<file path="src/hw/rtl/amfm_pkg.sv">
// ----------------------------------------------------------------------------
// amfm_pkg
// Shared types, widths and codes of the angular momentum fusion block.
// ----------------------------------------------------------------------------
package amfm_pkg;

   localparam int SPIN_W      = 5;
   localparam int MULT_IN_W   = 16;
   localparam int MAX_IN_SPIN = 31;
   localparam int MULT_BITS   = 16;
   localparam int PROD_W      = 2 * MULT_BITS;
   localparam int BIN_W       = 6;
   localparam int NBINS       = 2 * MAX_IN_SPIN + 2;
   localparam int SUM_W       = 40;
   localparam int MAX_OUT     = 63;
   localparam int CSR_IDX_W   = 2;
   localparam int CSR_DATA_W  = 6;

   localparam logic [CSR_IDX_W-1:0] CSR_TARGET_ONLY = 2'd0;
   localparam logic [CSR_IDX_W-1:0] CSR_TARGET_SPIN = 2'd1;

   typedef struct packed {
      logic [SPIN_W-1:0]    spin;
      logic [MULT_BITS-1:0] mult;
   } entry_type;

   typedef struct packed {
      logic [BIN_W-1:0] rd_bin;
      logic             wr_en;
      logic [BIN_W-1:0] wr_bin;
      logic             clear;
   } hist_ctl_type;

   function automatic logic [BIN_W-1:0] degeneracy(input logic [BIN_W-1:0] spin);
      logic [BIN_W:0] d;
      d = {1'b0, spin} + (BIN_W + 1)'(1);
      if (d > (BIN_W + 1)'(MAX_OUT)) begin
         return BIN_W'(MAX_OUT);
      end
      return d[BIN_W-1:0];
   endfunction

endpackage

</file>
<file path="src/hw/rtl/amfm_hist.sv">
// ----------------------------------------------------------------------------
// amfm_hist
// Spin histogram: bin memory with touched bits and a saturating accumulator.
// ----------------------------------------------------------------------------
module amfm_hist (
   input  logic                           clock,
   input  logic                           reset,
   input  amfm_pkg::hist_ctl_type         ctl,
   input  logic [amfm_pkg::PROD_W-1:0]    addend,
   output logic                           rd_seen,
   output logic [amfm_pkg::SUM_W-1:0]     rd_sum,
   output logic                           rd_sat
);
   import amfm_pkg::*;

   logic [SUM_W:0]     mem [NBINS];
   logic [SUM_W:0]     q_ff;
   logic               seen_q_ff;
   logic [NBINS-1:0]   seen_ff;
   logic [NBINS-1:0]   seen_in;
   logic [SUM_W:0]     acc;
   logic [SUM_W:0]     wdata;

   assign rd_seen = seen_q_ff;
   assign rd_sum  = seen_q_ff ? q_ff[SUM_W-1:0] : '0;
   assign rd_sat  = seen_q_ff & q_ff[SUM_W];

   always_comb begin
      acc = {1'b0, rd_sum} + (SUM_W + 1)'(addend);
      if (acc[SUM_W]) begin
         wdata = {1'b1, {SUM_W{1'b1}}};
      end else begin
         wdata = {rd_sat, acc[SUM_W-1:0]};
      end
   end

   always_comb begin
      if (ctl.clear) begin
         seen_in = '0;
      end else if (ctl.wr_en) begin
         seen_in = seen_ff | (NBINS'(1) << ctl.wr_bin);
      end else begin
         seen_in = seen_ff;
      end
   end

   always_ff @(posedge clock) begin
      q_ff <= mem[ctl.rd_bin];
      if (ctl.wr_en) begin
         mem[ctl.wr_bin] <= wdata;
      end
   end

   always_ff @(posedge clock) begin
      if (reset) begin
         seen_ff   <= '0;
         seen_q_ff <= 1'b0;
      end else begin
         seen_ff   <= seen_in;
         seen_q_ff <= seen_ff[ctl.rd_bin];
      end
   end

endmodule

</file>
<file path="src/hw/rtl/angular_momentum_fusion_multiplicity.sv">
// ----------------------------------------------------------------------------
// angular_momentum_fusion_multiplicity
// Clebsch-Gordan series multiplicity counter for fusing two SU(2) bonds.
// ----------------------------------------------------------------------------
// A transaction is taken on a clock edge with start high and busy low.
// func 0 loads a first-bond entry into the store if it is not full; busy stays low.
// func 1 fuses a second-bond entry: for each stored entry the store is read,
// one multiply forms the product, then one histogram bin is updated per cycle
// through the shared read-add-write path. With final_entry set the block then
// emits: full mode scans all 64 bins one per cycle, target mode reads one bin;
// the last result sits on the ports in the same cycle as busy drops.
// Results leave on rsp_valid, one cycle each, ascending spin, run_end on the
// last; the receiver cannot stall, so nothing is held. The histogram is
// cleared after each emission. The store persists until reset.
// Reset clears the store count, the touched bits and both csr registers.
// The csr channel is always ready; it is to be written only while busy is low, which the block does not enforce.
// ----------------------------------------------------------------------------
module angular_momentum_fusion_multiplicity #(
   parameter int MAX_FIRST_ENTRIES = 32
) (
   input  logic                               clock,
   input  logic                               reset,
   input  logic                               start,
   output logic                               busy,
   input  logic                               req_func,
   input  logic [amfm_pkg::SPIN_W-1:0]        req_entry_spin,
   input  logic [amfm_pkg::MULT_IN_W-1:0]     req_entry_mult,
   input  logic                               req_final_entry,
   output logic                               rsp_valid,
   output logic [amfm_pkg::BIN_W-1:0]         rsp_out_spin,
   output logic [amfm_pkg::SUM_W-1:0]         rsp_out_mult,
   output logic [amfm_pkg::BIN_W-1:0]         rsp_out_degeneracy,
   output logic                               rsp_saturated,
   output logic                               rsp_run_end,
   input  logic                               csr_valid,
   output logic                               csr_ready,
   input  logic [amfm_pkg::CSR_IDX_W-1:0]     csr_index,
   input  logic [amfm_pkg::CSR_DATA_W-1:0]    csr_wdata
);
   import amfm_pkg::*;

   localparam int CNT_W = $clog2(MAX_FIRST_ENTRIES + 1);
   localparam int IDX_W = (MAX_FIRST_ENTRIES > 1) ? $clog2(MAX_FIRST_ENTRIES) : 1;
   localparam int OCNT_W = $clog2(MAX_OUT + 1);

   localparam logic [3:0] S_IDLE     = 4'd0;
   localparam logic [3:0] S_SREAD    = 4'd1;
   localparam logic [3:0] S_MUL      = 4'd2;
   localparam logic [3:0] S_BIN      = 4'd3;
   localparam logic [3:0] S_FUSED    = 4'd4;
   localparam logic [3:0] S_SCAN     = 4'd5;
   localparam logic [3:0] S_SCAN_END = 4'd6;
   localparam logic [3:0] S_FLUSH    = 4'd7;
   localparam logic [3:0] S_TGT      = 4'd8;
   localparam logic [3:0] S_TGT_OUT  = 4'd9;

   entry_type            store_mem [MAX_FIRST_ENTRIES];
   entry_type            store_q_ff;
   entry_type            load_entry;
   logic                 load_go;

   logic [3:0]           state_ff, state_in;
   logic [CNT_W-1:0]     count_ff, count_in;
   logic [CNT_W-1:0]     idx_ff, idx_in;
   logic [SPIN_W-1:0]    item_spin_ff, item_spin_in;
   logic [MULT_BITS-1:0] item_mult_ff, item_mult_in;
   logic                 item_final_ff, item_final_in;
   logic [PROD_W-1:0]    prod_ff, prod_in;
   logic [BIN_W-1:0]     bin_ff, bin_in;
   logic [BIN_W-1:0]     hi_ff, hi_in;
   logic                 wr_pend_ff, wr_pend_in;
   logic [BIN_W-1:0]     wr_bin_ff, wr_bin_in;
   logic [BIN_W-1:0]     scan_ff, scan_in;
   logic                 rd_pend_ff, rd_pend_in;
   logic [BIN_W-1:0]     rd_bin_ff, rd_bin_in;
   logic                 pend_valid_ff, pend_valid_in;
   logic [BIN_W-1:0]     pend_spin_ff, pend_spin_in;
   logic [SUM_W-1:0]     pend_sum_ff, pend_sum_in;
   logic                 pend_sat_ff, pend_sat_in;
   logic [OCNT_W-1:0]    take_cnt_ff, take_cnt_in;
   logic                 target_only_ff, target_only_in;
   logic [BIN_W-1:0]     target_spin_ff, target_spin_in;

   logic                 rsp_valid_ff, rsp_valid_in;
   logic [BIN_W-1:0]     rsp_spin_ff, rsp_spin_in;
   logic [SUM_W-1:0]     rsp_mult_ff, rsp_mult_in;
   logic                 rsp_sat_ff, rsp_sat_in;
   logic                 rsp_end_ff, rsp_end_in;

   hist_ctl_type         hist_ctl;
   logic                 hist_seen;
   logic [SUM_W-1:0]     hist_sum;
   logic                 hist_sat;

   logic [SPIN_W-1:0]    spin_clamped;
   logic [SPIN_W-1:0]    lo_spin;
   logic [BIN_W-1:0]     hi_spin;

   amfm_hist u_hist (
      .clock   (clock),
      .reset   (reset),
      .ctl     (hist_ctl),
      .addend  (prod_ff),
      .rd_seen (hist_seen),
      .rd_sum  (hist_sum),
      .rd_sat  (hist_sat)
   );

   assign busy               = (state_ff != S_IDLE);
   assign csr_ready          = 1'b1;
   assign rsp_valid          = rsp_valid_ff;
   assign rsp_out_spin       = rsp_spin_ff;
   assign rsp_out_mult       = rsp_mult_ff;
   assign rsp_out_degeneracy = degeneracy(rsp_spin_ff);
   assign rsp_saturated      = rsp_sat_ff;
   assign rsp_run_end        = rsp_end_ff;

   assign spin_clamped = (req_entry_spin > SPIN_W'(MAX_IN_SPIN)) ?
                         SPIN_W'(MAX_IN_SPIN) : req_entry_spin;
   assign load_entry.spin = spin_clamped;
   assign load_entry.mult = req_entry_mult[MULT_BITS-1:0];
   assign load_go = start && !busy && !req_func &&
                    (count_ff < CNT_W'(MAX_FIRST_ENTRIES));

   assign lo_spin = (store_q_ff.spin > item_spin_ff) ? store_q_ff.spin - item_spin_ff :
                                                       item_spin_ff - store_q_ff.spin;
   assign hi_spin = BIN_W'(store_q_ff.spin) + BIN_W'(item_spin_ff);

   always_comb begin
      target_only_in = target_only_ff;
      target_spin_in = target_spin_ff;
      if (csr_valid && csr_ready) begin
         unique case (csr_index)
            CSR_TARGET_ONLY: target_only_in = csr_wdata[0];
            CSR_TARGET_SPIN: target_spin_in = csr_wdata[BIN_W-1:0];
            default: ;
         endcase
      end
   end

   always_comb begin
      state_in      = state_ff;
      count_in      = count_ff;
      idx_in        = idx_ff;
      item_spin_in  = item_spin_ff;
      item_mult_in  = item_mult_ff;
      item_final_in = item_final_ff;
      prod_in       = prod_ff;
      bin_in        = bin_ff;
      hi_in         = hi_ff;
      wr_pend_in    = 1'b0;
      wr_bin_in     = wr_bin_ff;
      scan_in       = scan_ff;
      rd_pend_in    = 1'b0;
      rd_bin_in     = rd_bin_ff;
      pend_valid_in = pend_valid_ff;
      pend_spin_in  = pend_spin_ff;
      pend_sum_in   = pend_sum_ff;
      pend_sat_in   = pend_sat_ff;
      take_cnt_in   = take_cnt_ff;
      rsp_valid_in  = 1'b0;
      rsp_spin_in   = rsp_spin_ff;
      rsp_mult_in   = rsp_mult_ff;
      rsp_sat_in    = rsp_sat_ff;
      rsp_end_in    = rsp_end_ff;

      hist_ctl.rd_bin = bin_ff;
      hist_ctl.wr_en  = wr_pend_ff;
      hist_ctl.wr_bin = wr_bin_ff;
      hist_ctl.clear  = 1'b0;

      // hold one touched bin back so the last one can carry run_end
      if (rd_pend_ff && hist_seen && (take_cnt_ff != OCNT_W'(MAX_OUT))) begin
         if (pend_valid_ff) begin
            rsp_valid_in = 1'b1;
            rsp_spin_in  = pend_spin_ff;
            rsp_mult_in  = pend_sum_ff;
            rsp_sat_in   = pend_sat_ff;
            rsp_end_in   = 1'b0;
         end
         pend_valid_in = 1'b1;
         pend_spin_in  = rd_bin_ff;
         pend_sum_in   = hist_sum;
         pend_sat_in   = hist_sat;
         take_cnt_in   = take_cnt_ff + OCNT_W'(1);
      end

      unique case (state_ff)
         S_IDLE: begin
            if (start) begin
               if (!req_func) begin
                  if (load_go) begin
                     count_in = count_ff + CNT_W'(1);
                  end
               end else begin
                  item_spin_in  = spin_clamped;
                  item_mult_in  = req_entry_mult[MULT_BITS-1:0];
                  item_final_in = req_final_entry;
                  idx_in        = '0;
                  state_in      = (count_ff == '0) ? S_FUSED : S_SREAD;
               end
            end
         end
         S_SREAD: begin
            state_in = S_MUL;
         end
         S_MUL: begin
            prod_in  = PROD_W'(store_q_ff.mult) * PROD_W'(item_mult_ff);
            bin_in   = BIN_W'(lo_spin);
            hi_in    = hi_spin;
            state_in = S_BIN;
         end
         S_BIN: begin
            hist_ctl.rd_bin = bin_ff;
            wr_pend_in      = 1'b1;
            wr_bin_in       = bin_ff;
            bin_in          = bin_ff + BIN_W'(2);
            if (bin_ff == hi_ff) begin
               idx_in   = idx_ff + CNT_W'(1);
               state_in = ((idx_ff + CNT_W'(1)) == count_ff) ? S_FUSED : S_SREAD;
            end
         end
         S_FUSED: begin
            scan_in = '0;
            if (!item_final_ff) begin
               state_in = S_IDLE;
            end else if (target_only_ff) begin
               state_in = S_TGT;
            end else begin
               state_in = S_SCAN;
            end
         end
         S_SCAN: begin
            hist_ctl.rd_bin = scan_ff;
            rd_pend_in      = 1'b1;
            rd_bin_in       = scan_ff;
            scan_in         = scan_ff + BIN_W'(1);
            if (scan_ff == BIN_W'(NBINS - 1)) begin
               state_in = S_SCAN_END;
            end
         end
         S_SCAN_END: begin
            state_in = S_FLUSH;
         end
         S_FLUSH: begin
            if (pend_valid_ff) begin
               rsp_valid_in = 1'b1;
               rsp_spin_in  = pend_spin_ff;
               rsp_mult_in  = pend_sum_ff;
               rsp_sat_in   = pend_sat_ff;
               rsp_end_in   = 1'b1;
            end
            pend_valid_in  = 1'b0;
            take_cnt_in    = '0;
            hist_ctl.clear = 1'b1;
            state_in       = S_IDLE;
         end
         S_TGT: begin
            hist_ctl.rd_bin = target_spin_ff;
            state_in        = S_TGT_OUT;
         end
         S_TGT_OUT: begin
            rsp_valid_in   = 1'b1;
            rsp_spin_in    = target_spin_ff;
            rsp_mult_in    = hist_sum;
            rsp_sat_in     = hist_sat;
            rsp_end_in     = 1'b1;
            hist_ctl.clear = 1'b1;
            state_in       = S_IDLE;
         end
         default: begin
            state_in = S_IDLE;
         end
      endcase
   end

   always_ff @(posedge clock) begin
      if (load_go) begin
         store_mem[count_ff[IDX_W-1:0]] <= load_entry;
      end
      store_q_ff <= store_mem[idx_ff[IDX_W-1:0]];
   end

   always_ff @(posedge clock) begin
      if (reset) begin
         state_ff       <= S_IDLE;
         count_ff       <= '0;
         wr_pend_ff     <= 1'b0;
         rd_pend_ff     <= 1'b0;
         pend_valid_ff  <= 1'b0;
         take_cnt_ff    <= '0;
         target_only_ff <= 1'b0;
         target_spin_ff <= '0;
         rsp_valid_ff   <= 1'b0;
      end else begin
         state_ff       <= state_in;
         count_ff       <= count_in;
         wr_pend_ff     <= wr_pend_in;
         rd_pend_ff     <= rd_pend_in;
         pend_valid_ff  <= pend_valid_in;
         take_cnt_ff    <= take_cnt_in;
         target_only_ff <= target_only_in;
         target_spin_ff <= target_spin_in;
         rsp_valid_ff   <= rsp_valid_in;
      end
   end

   always_ff @(posedge clock) begin
      idx_ff        <= idx_in;
      item_spin_ff  <= item_spin_in;
      item_mult_ff  <= item_mult_in;
      item_final_ff <= item_final_in;
      prod_ff       <= prod_in;
      bin_ff        <= bin_in;
      hi_ff         <= hi_in;
      wr_bin_ff     <= wr_bin_in;
      scan_ff       <= scan_in;
      rd_bin_ff     <= rd_bin_in;
      pend_spin_ff  <= pend_spin_in;
      pend_sum_ff   <= pend_sum_in;
      pend_sat_ff   <= pend_sat_in;
      rsp_spin_ff   <= rsp_spin_in;
      rsp_mult_ff   <= rsp_mult_in;
      rsp_sat_ff    <= rsp_sat_in;
      rsp_end_ff    <= rsp_end_in;
   end

   a_rsp_from_busy: assert property (@(posedge clock) disable iff (reset)
      rsp_valid |-> $past(busy))
      else $error("result issued without a transaction in progress");

   a_write_in_fuse: assert property (@(posedge clock) disable iff (reset)
      wr_pend_ff |-> (state_ff == S_BIN || state_ff == S_SREAD || state_ff == S_FUSED))
      else $error("histogram write outside fuse sequence");

   a_count_bound: assert property (@(posedge clock) disable iff (reset)
      count_ff <= CNT_W'(MAX_FIRST_ENTRIES))
      else $error("store count beyond capacity");

   a_run_end_gap: assert property (@(posedge clock) disable iff (reset)
      (rsp_valid && rsp_run_end) |=> !rsp_valid)
      else $error("result follows end of run");

endmodule
</file>
<file path="config.mk">
export PLATFORM = sky130hd
export DESIGN_NAME = angular_momentum_fusion_multiplicity
export DESIGN_NICKNAME = d
export VERILOG_FILES = /design/src/hw/rtl/amfm_pkg.sv /design/src/hw/rtl/amfm_hist.sv /design/src/hw/rtl/angular_momentum_fusion_multiplicity.sv
export SDC_FILE = /design/constraint.sdc
export NUM_CORES = 2
export LEC_CHECK = 0
export BUFFER_PORTS_ARGS = -buffer_cell sky130_fd_sc_hd__buf_4
export CAP_MARGIN = 10
export CORE_ASPECT_RATIO = 1.75
export CORE_UTILIZATION = 50
export DETAILED_ROUTE_END_ITERATION = 7
export GPL_ROUTABILITY_DRIVEN = 1
export PLACE_DENSITY_LB_ADDON = 0.15
export SYNTH_ARGS = -nofsm -noshare
export SYNTH_HDL_FRONTEND = slang
export SYNTH_SLANG_ARGS = --single-unit
</file>
<file path="constraint.sdc">
create_clock -name clock -period 11.9 [get_ports clock]
set_clock_uncertainty 0.15 [all_clocks]
set_input_delay 0 -clock clock [delete_from_list [all_inputs] [get_ports clock]]
set_output_delay 0 -clock clock [all_outputs]
set_load 0.02 [all_outputs]
</file>
==> key figures <==
Pwr
  • Total power: 55500 uW
  • Maximum vdd drop: 0.000856 V
  • Leak pwr: 0.0585 uW
  • Pwr dens: 327 nW/um^2

CTS
  • Clock Pin Slew Worst Setup and Hold Paths: 0.07 ns
  • CTS Sinks: 3635
  • CTS tree: built
  • H-tree Lvls: 5
  • Max Root-Sink Buffers: 4
  • Post-CTS setup buffer count: 0
  • Root Driver: clkbuf_16
  • Num CTS Buffers: 330
  • Worst skew pair latency: 0.94 ns

Floorplanning
  • Die footprint: 306000 sq um
  • Core Rows: 267
  • Chip Height: 731 um
  • IO Pins: 92
  • Die X: 419 um
  • Core footprint: 302000 sq um
  • Initial Util: 50.3%

Synth
  • Syn Area/Cell: 14.3 sq um
  • Post-synth ARST share: 0%
  • #FFs+latches synth: 3635
  • Synth cell types: 88
  • Post-synth EDFFs: 3481
  • Post-Syn Area: 152000 sq um
  • Post-Syn Instances: 10600
  • Top FF cell, synth: edfxtp_1
  • Yosys warning count: 0
  • Sequential-to-total area share from yosys stat: 70.9%
  • Syn Nets: 11000

Placement
  • Hpwl dp: 274 mm
  • Placed Instances: 14300
  • GPL Wtd Cong: 0.889
  • PortBufs: 90
  • Post-place setup slack: 4.83 ns
  • Post-DP Area: 158000 sq um

Timing
  • Setup TNS: 0 ns
  • Crit path setup slack, layout: 4.86 ns
  • FMAX: 0.142 GHz
  • Unrepaired setup endpoints after global routing: false
  • Measured slew at the worst slew-check pin: 1.36 ns
  • Final Hold Fails: 0
  • Setup Viol. Count Final: 0
  • Fin crit period: 7.04 ns
  • Final Max Tran Viols: 0
  • Final period utilization: 59.2%
  • Slew margin rel.: 8.90%

GRT
  • Wire length of the first global-routing pass: 673 mm
  • GR Overflow Total: 0
  • Gr usage total: 31.1%
  • Pin count of the biggest net entering global routing: 175
  • Initial antenna violation count: 25
  • Vias in the first global route: 92500

Routing
  • Post-DRT Antenna Nets: 0
  • Routed WL: 479 mm
  • 1st-iter DRT viols: 10500
  • Drt via density: 6.16
  • Wire per inst: 31.8 um
  • # DRC: 0
  • Via Count: 92800
  • DRT Pass-1 Iters: 7

Worst setup path
  • Setup CP Type: reg2reg
  • Cell Chain, Critical Path: nand2_1 > fa_1 > inv_1 > fa_1 > inv_1 > fa_1 > inv_1 > fa_1 > fa_1 > inv_1 > fa_1 > inv_1 > ha_1 > a21o_1 > o21ai_0 > a41oi_1 > o21ai_0 > nand2_1 > a2111o_1 > a221o_1 > xnor2_1
  • Critical path's most frequent cell: fa_1
  • CP max stage cell: dfxtp_1
  • Critical Path RT: 12.37 ns
  • Arrival @ worst endpoint: 7.51 ns
  • Critical Path End Type: flip-flop
  • Max incr delay on CP: 0.86 ns
  • CP startpoint kind: flip-flop
  • CP max FO: 16

Cells and area
  • Synthesis-to-finish area growth: 11.7%
  • NumNets Final: 11100
  • Layout cells sized above 1: 11.5%
  • Filler cells: 24000
  • Design area: 170000 sq um
  • Cell Count, Final, Fillers Out: 15100

Run
  • Maxcap violations: 0

Hold path
  • Hold Crit Class: in2reg

Outcome
  • Status: finished clean
## cells by family (layout without fill, tap and decap cells)
| kind of cell | Yosys count | count (layout) | share of synthesized area [%] |
|---|---|---|---|
| xor+xnor | 97 | 97 | 0.559 |
| compound gates | 875 | 875 | 4.05 |
| buf+inv | 909 | 1291 | 2.69 |
| flops | 3635 | 3635 | 70.9 |
| simple gates | 4069 | 4069 | 11.7 |
| other cells | 1 | 58 | 0.00247 |
| mux | 645 | 645 | 6.24 |
| fa+ha+maj | 358 | 358 | 3.93 |
## cells in the final DEF (no fill, tap or decap), types with 53 or more instances in the layout
| master | count |
|---|---|
| a32oi_1 | 146 |
| nand4_1 | 90 |
| fa_1 | 198 |
| nand2_1 | 2359 |
| and2_1 | 155 |
| clkinv_1 | 54 |
| mux2i_1 | 382 |
| clkinv_2 | 53 |
| inv_1 | 285 |
| buf_4 | 306 |
| nand3_1 | 1039 |
| nor2_4 | 96 |
| ha_1 | 160 |
| clkbuf_16 | 339 |
| and3_1 | 64 |
| nor2_1 | 102 |
| edfxtp_1 | 3481 |
| o21ai_0 | 91 |
| o21a_1 | 78 |
| dlygate4sd3_1 | 77 |
| a31oi_1 | 105 |
| mux4_2 | 239 |
| dfxtp_1 | 152 |
| a21oi_1 | 146 |
| diode_2 | 57 |
| clkbuf_1 | 58 |
## repair_timing
| item | in CTS | in global routing |
|---|---|---|
| hold buffers | 93 | 0 |
| hold endpoints to repair | 750 | 0 |
| resized for setup | 0 | 0 |
## power by group
part / switching [uW] / internal, uW / total (uW)
Sequential: 465 / 18000 / 18500
Combinational: 17000 / 9120 / 26100
Clock: 4760 / 6110 / 10900
Total: 22300 / 33300 / 55500
## worst paths after layout
kind	slack (ns)	startpoint	depth (start not counted)	end
worst min register to register	0.26	rd_bin_ff[1]	0	pend_spin_ff[1]
worst max register to register	4.86	store_q_ff[7]	21	prod_ff[31]
worst min-delay path	0.21	csr_index[1]	5	target_spin_ff[0]
worst max-delay path	4.86	store_q_ff[7]	21	prod_ff[31]
## critical path: cells and delay by family (launching register included)
kind,cells,cell delay (ns)
AO/OA/AOI/OAI,6,1.67
XOR/XNOR,1,0.13
adder cells (fa/ha/maj),7,3.36
buffers and inverters,5,0.25
flip-flops,1,0.86
AND/OR/NAND/NOR,2,0.35
## stage by stage
stage / hold WS, ns / utilization, %
global placement: 0.0708 / 52.2
CTS: 0.139 / 56.1
finish: 0.210 / 56.2
detailed placement: 0.0733 / 52.2
floorplan: -0.0511 / -
global route: 0.246 / 56.2
## registers in the layout (all words and copies together), names as in the netlist, 5 cells and up, named ones only
| name | count |
|---|---|
| hi_ff | 6 |
| u_hist.q_ff | 41 |
| scan_ff | 6 |
| store_q_ff | 21 |
| pend_sum_ff | 40 |
| rd_bin_ff | 6 |
| bin_ff | 6 |
| item_mult_ff | 16 |
| item_spin_ff | 5 |
| u_hist.mem | 2624 |
| wr_bin_ff | 6 |
| store_mem | 672 |
| take_cnt_ff | 6 |
| target_spin_ff | 6 |
| prod_ff | 32 |
| pend_spin_ff | 6 |
| count_ff | 6 |
| u_hist.seen_ff | 64 |
| idx_ff | 6 |
## per-layer routing
layer / global-route usage, % / wire length [um] / up-vias
met2: 53.9 / 242000 / 4594
met5: 0 / 65 / -
li1: - / - / 39500
met1: 36.0 / 164000 / 47600
met3: 4.21 / 35200 / 1205
met4: 20.9 / 37500 / 10
## Yosys cell counts (7+ instances only)
cell type,count,share of area [%]
buf_4,65,0.32
and3_1,66,0.27
o22ai_1,31,0.13
a311oi_1,37,0.21
buf_2,294,0.97
ha_1,160,1.3
and2_1,156,0.64
nand3_1,1041,3.4
buf_6,9,0.067
a21oi_1,147,0.48
buf_1,40,0.099
a32oi_1,146,0.84
mux2_2,21,0.16
nand3b_1,7,0.035
o21bai_1,9,0.044
a21o_1,30,0.15
mux4_2,239,3.5
a211oi_1,12,0.059
or3_1,20,0.082
a31oi_1,106,0.44
nor4_1,24,0.099
o21ai_1,8,0.026
nor2_1,205,0.51
o2111ai_1,8,0.046
edfxtp_1,3481,69
nand2_1,2390,5.9
xor2_1,45,0.26
nor2b_1,10,0.041
o211ai_1,36,0.18
o2bb2ai_1,32,0.18
a22oi_1,23,0.11
clkbuf_1,215,0.53
fa_1,198,2.6
nand4_1,90,0.37
mux2i_1,385,2.5
inv_1,285,0.70
dfxtp_1,154,2.0
o21ai_0,99,0.33
xnor2_1,52,0.30
o21a_1,83,0.41
nor3_1,29,0.096
## area by class of cell
type / instances / area, sq um / share of cell area, %
flip-flops and latches: 3635 / 108000 / 63.4
multi-input cells: 6045 / 41200 / 24.3
clock buffers: 413 / 8920 / 5.26
well taps: 4035 / 5050 / 2.98
repair buffers: 415 / 3710 / 2.19
clock inverters: 177 / 1870 / 1.10
inverters: 286 / 1070 / 0.633
diodes: 57 / 143 / 0.0841
Note: power is estimated with default switching activity, not from simulation.
